==> config.mk <==
export PLATFORM = sky130hd
export DESIGN_NAME = devc_hundred_slot
export DESIGN_NICKNAME = d
export VERILOG_FILES = /design/src/devc_pkg.sv /design/src/devc_hundred_slot.sv
export SDC_FILE = /design/constraint.sdc
export NUM_CORES = 2
export LEC_CHECK = 0
export ABC_AREA = 1
export ABC_CLOCK_PERIOD_IN_PS = 9700
export CORE_MARGIN = 2
export CORE_UTILIZATION = 40
export DETAILED_ROUTE_END_ITERATION = 16
export DONT_BUFFER_PORTS = 1
export SLEW_MARGIN = 10
export SYNTH_ARGS = -nofsm -noshare
export SYNTH_HDL_FRONTEND = slang
export SYNTH_SLANG_ARGS = --single-unit
export TNS_END_PERCENT = 10
==> constraint.sdc <==
create_clock -name clock -period 9.7 [get_ports clock]
set_input_delay 1.455 -clock clock [delete_from_list [all_inputs] [get_ports clock]]
set_output_delay 1.455 -clock clock [all_outputs]
set_load 0.03 [all_outputs]
==> src/devc_pkg.sv <==
// Shared types and constants for the decimal exponent varint codec.
// Used by devc_hundred_slot and decimal_exponent_varint_codec_top; no dependencies.
package devc_pkg;

   localparam logic ACT_ENCODE = 1'b0;
   localparam logic ACT_DECODE = 1'b1;

   localparam int VALUE_BITS     = 64;
   localparam int HUNDREDS_BITS  = 3;
   localparam int LENGTH_BITS    = 6;
   localparam int TOTAL_BITS     = 7;
   localparam int HUNDREDS_SLOTS = (1 << HUNDREDS_BITS) - 1;

   localparam logic [TOTAL_BITS-1:0] HUNDREDS_HEAD = 7'd3;
   localparam logic [TOTAL_BITS-1:0] LENGTH_HEAD   = 7'd6;

   // inverse of 25 modulo 2^64, split in halves, and the largest quotient of an exact division
   localparam logic [31:0] INV25_LO = 32'hC28F_5C29;
   localparam logic [31:0] INV25_HI = 32'h8F5C_28F5;
   localparam logic [63:0] DIV25_MAX = 64'h0A3D_70A3_D70A_3D70;
   localparam logic [70:0] HUNDRED   = 71'd100;

   typedef struct packed {
      logic                     action;
      logic                     with_hundreds;
      logic [VALUE_BITS-1:0]    val;
      logic [HUNDREDS_BITS-1:0] hundreds;
      logic [LENGTH_BITS-1:0]   length;
      logic                     ovf;
   } item_type;

endpackage

==> src/devc_hundred_slot.sv <==
// One factor-of-100 slot: strips a factor of 100 when encoding, applies one when decoding.
// Two register stages with valid bits; depends on devc_pkg.
module devc_hundred_slot #(
   parameter int SLOT         = 0,
   parameter int MAX_HUNDREDS = 7
) (
   input  logic              clock,
   input  logic              reset,
   input  logic              in_valid,
   output logic              in_ready,
   input  devc_pkg::item_type in_item,
   output logic              out_valid,
   input  logic              out_ready,
   output devc_pkg::item_type out_item
);

   localparam logic STRIP_EN = (SLOT < MAX_HUNDREDS);

   logic               a_valid_ff;
   devc_pkg::item_type a_item_ff;
   logic [63:0]        a_p0_ff;
   logic [31:0]        a_pc_ff;
   logic               a_div4_ff;
   logic [70:0]        a_prod_ff;

   logic               b_valid_ff;
   devc_pkg::item_type b_item_ff;
   devc_pkg::item_type b_item_in;

   logic        a_ready;
   logic        b_ready;
   logic [31:0] a_lo;
   logic [29:0] a_hi;
   logic [63:0] p0_in;
   logic [31:0] pc_a;
   logic [31:0] pc_b;
   logic [70:0] prod_in;
   logic [63:0] quot;
   logic        strip;
   logic        mult;

   assign b_ready  = !b_valid_ff || out_ready;
   assign a_ready  = !a_valid_ff || b_ready;
   assign in_ready = a_ready;

   assign a_lo    = in_item.val[33:2];
   assign a_hi    = in_item.val[63:34];
   assign p0_in   = {32'b0, a_lo} * {32'b0, devc_pkg::INV25_LO};
   assign pc_a    = a_lo * devc_pkg::INV25_HI;
   assign pc_b    = {2'b0, a_hi} * devc_pkg::INV25_LO;
   assign prod_in = {7'b0, in_item.val} * devc_pkg::HUNDRED;

   always_ff @(posedge clock) begin
      if (reset) begin
         a_valid_ff <= 1'b0;
         b_valid_ff <= 1'b0;
      end else begin
         if (a_ready) a_valid_ff <= in_valid;
         if (b_ready) b_valid_ff <= a_valid_ff;
      end
   end

   always_ff @(posedge clock) begin
      if (a_ready) begin
         a_item_ff <= in_item;
         a_p0_ff   <= p0_in;
         a_pc_ff   <= pc_a + pc_b;
         a_div4_ff <= (in_item.val[1:0] == 2'b00);
         a_prod_ff <= prod_in;
      end
      if (b_ready) b_item_ff <= b_item_in;
   end

   assign quot  = a_p0_ff + {a_pc_ff, 32'b0};
   assign strip = (a_item_ff.action == devc_pkg::ACT_ENCODE) && a_item_ff.with_hundreds
                  && STRIP_EN && a_div4_ff && (quot <= devc_pkg::DIV25_MAX);
   assign mult  = (a_item_ff.action == devc_pkg::ACT_DECODE) && !a_item_ff.ovf
                  && (3'(SLOT) < a_item_ff.hundreds);

   always_comb begin
      b_item_in = a_item_ff;
      if (strip) begin
         b_item_in.val      = quot;
         b_item_in.hundreds = a_item_ff.hundreds + 3'd1;
      end else if (mult) begin
         if (a_prod_ff[70:64] != 7'd0) b_item_in.ovf = 1'b1;
         else b_item_in.val = a_prod_ff[63:0];
      end
   end

   assign out_valid = b_valid_ff;
   assign out_item  = b_item_ff;

endmodule

==> flow_summary.json <==
{
  "via_count": 39100,
  "synth_warnings": 0,
  "synth_top_flop_cell": "edfxtp_1",
  "synth_cells": 5829,
  "grt_util_all_layers_pct": 28.5,
  "dp.cells": 7565,
  "num-fill-cells": 13000,
  "grt_pass1_vias": 39900,
  "cp_max_fo": 12,
  "cap_viol_max_count": 0,
  "post-route-period-util_pct": 91.2,
  "hold_slack_ns": 0.420,
  "cp.arrival_ns": 9.15,
  "gp_congestion": 1.06,
  "ios": 158,
  "drive_above_1_share_pct": 1.89,
  "synthDominantCellAreaShare_pct": 29.4,
  "slew_viol_final": 0,
  "path_clk_slew_ns": 0.06,
  "fin_skew_ns": 0.0300,
  "area_growth_pct": 6.60,
  "remaining_drc_errors": 0,
  "worstSkewPairLatency_ns": 0.61,
  "status": "complete, no violations",
  "rows": 133,
  "cp-end-kind": "flop",
  "wl_um": 192000,
  "cts.sink_count": 314,
  "grt_pass1_wl_um": 277000,
  "setup_viol": 0,
  "postCtsSetupRepairBufs": 0,
  "fp.coreArea_mm2": 0.132,
  "setup_tns_ns": 0,
  "die_width_um": 368,
  "rsz0062_at_grt": "false",
  "h-tree-depth": 2,
  "numCtsBuffers": 40,
  "cts_resized": 0,
  "ys_types": 50,
  "syn-cell-area_mm2": 0.0531,
  "synthTopCellsByArea": "fa_1 29%, ha_1 21%, edfxtp_1 18%",
  "layout.cells.non_filler": 7637,
  "hold_class": "flop to flop",
  "synth_top_area_cell": "fa_1",
  "synth_edf_count": 312,
  "yosys-top-cells-count": "1719 x inv_1, 891 x ha_1, 838 x nand2_1, 780 x fa_1, 312 x edfxtp_1",
  "post-route-min-period_ns": 8.85,
  "ys_seq_area_share_pct": 17.7,
  "syn_nets": 7580,
  "synth.most_common_cell": "inv_1",
  "die_h_um": 368,
  "root_buffer": "clkbuf_16",
  "clockBufferDepth": 3,
  "worst_pin_slew_ns": 1.22,
  "startpoint_type": "primary input",
  "antenna_found_initial": 6,
  "die_area_mm2": 0.136,
  "num_antenna_cells": 0,
  "dpl.hpwl_um": 167000,
  "ys_async_sr_fraction_pct": 0,
  "drt-initial-drc-count": 3451,
  "drt-pass1-iter-count": 6,
  "grt_max_degree": 137,
  "worst_ep_required_time_ns": 10.01,
  "syn_area_per_cell_um2": 9.11,
  "hold_viol_final": 0,
  "layout.nets": 7603,
  "setup.worst_path.class": "primary input to flop",
  "fmax_ghz": 0.113,
  "postRouteAntennaNets": 0,
  "post_drt_wl_per_cell_um": 25.2,
  "fin_util_pct": 43.0,
  "vias_per_cell": 5.12,
  "slew_headroom_pct": 18.2,
  "ys_ff_latch": 314,
  "cts_tree": "yes",
  "port_buffers": 0,
  "cts_hold_buf": 0,
  "grt-ovfl-total": 0,
  "start_util_pct": 40.3
}
## registers in the layout, summed over array words and instances, names as in the netlist
register	count
a_div4_ff	1
a_item_ff	76
a_p0_ff	61
a_pc_ff	32
a_prod_ff	66
a_valid_ff	1
out_item	76
out_valid	1
## per-stage QoR
| stage | worst slack [ns] | cell area [um^2] |
|---|---|---|
| after detailed placement | 0.432 | 55300 |
| after global placement | 0.316 | 55300 |
| after floorplan | 0.218 | 53100 |
| after global routing | 0.661 | 56600 |
| after CTS | 1.03 | 56600 |
| final | 0.853 | 56600 |
## critical path, cell delays in order
cell	delay (ns)
ha_1	0.36
inv_1	0.25
fa_1	0.49
fa_1	0.49
inv_1	0.04
ha_1	0.26
inv_1	0.05
fa_1	0.53
inv_1	0.05
fa_1	0.39
fa_1	0.52
inv_1	0.05
fa_1	0.49
inv_1	0.05
ha_1	0.35
nand2_1	0.14
nor2_1	0.47
nand2_1	0.16
inv_1	0.25
nand3_1	0.10
o21ai_0	0.74
a21oi_1	0.42
o21ai_0	0.51
xor2_1	0.54
## metal layers
layer	wire, um	part of all wire [%]	vias to the layer above	GRT usage (%)
met2	84700	44	1439	44.0
met1	82800	43	19400	39.0
met4	10700	5.6	4	13.2
li1	-	-	18000	-
met3	14100	7.3	261	4.94
met5	27	0.014	-	0
## worst paths after layout
kind / slack (ns) / cells after the start / from / to
worst max register to register: 3.91 / 19 / a_p0_ff[32] / out_item[27]
worst max-delay path: 0.85 / 24 / in_item[20] / a_p0_ff[39]
worst min-delay path: 0.42 / 0 / a_item_ff[3] / out_item[3]
worst min register to register: 0.42 / 0 / a_item_ff[3] / out_item[3]
## cell families (layout without fill, tap and decap cells)
logic type / Yosys count / in the layout / share of synthesized area, %
compound gates: 492 / 492 / 5.16
xor+xnor: 215 / 215 / 3.55
fa+ha+maj: 1671 / 1671 / 50.4
buf+inv: 1760 / 1813 / 12.5
flops: 314 / 314 / 17.7
mux: 4 / 4 / 0.0754
simple gates: 1373 / 1373 / 10.6
## layout make-up
| cell class | instances | area [um^2] | share of cell area, % |
|---|---|---|---|
| Clock buffer | 44 | 1040 | 1.83 |
| Clock inverter | 28 | 294 | 0.519 |
| Inverter | 1726 | 6480 | 11.4 |
| Multi-Input combinational cell | 3755 | 37100 | 65.5 |
| Sequential cell | 314 | 9410 | 16.6 |
| Tap cell | 1755 | 2200 | 3.88 |
| Timing Repair Buffer | 15 | 125 | 0.221 |
## cell usage in the layout (no fill, tap or decap), types with 123 or more instances in the layout
cell / instances
fa_1: 780
nand2_1: 837
edfxtp_1: 312
a21oi_1: 233
nand3_1: 157
inv_1: 1719
nor2_1: 263
ha_1: 891
o21ai_0: 129
xor2_1: 123
Power is not shown: default switching activity piles up to over one toggle a cycle in this logic, so the estimate is an artifact.
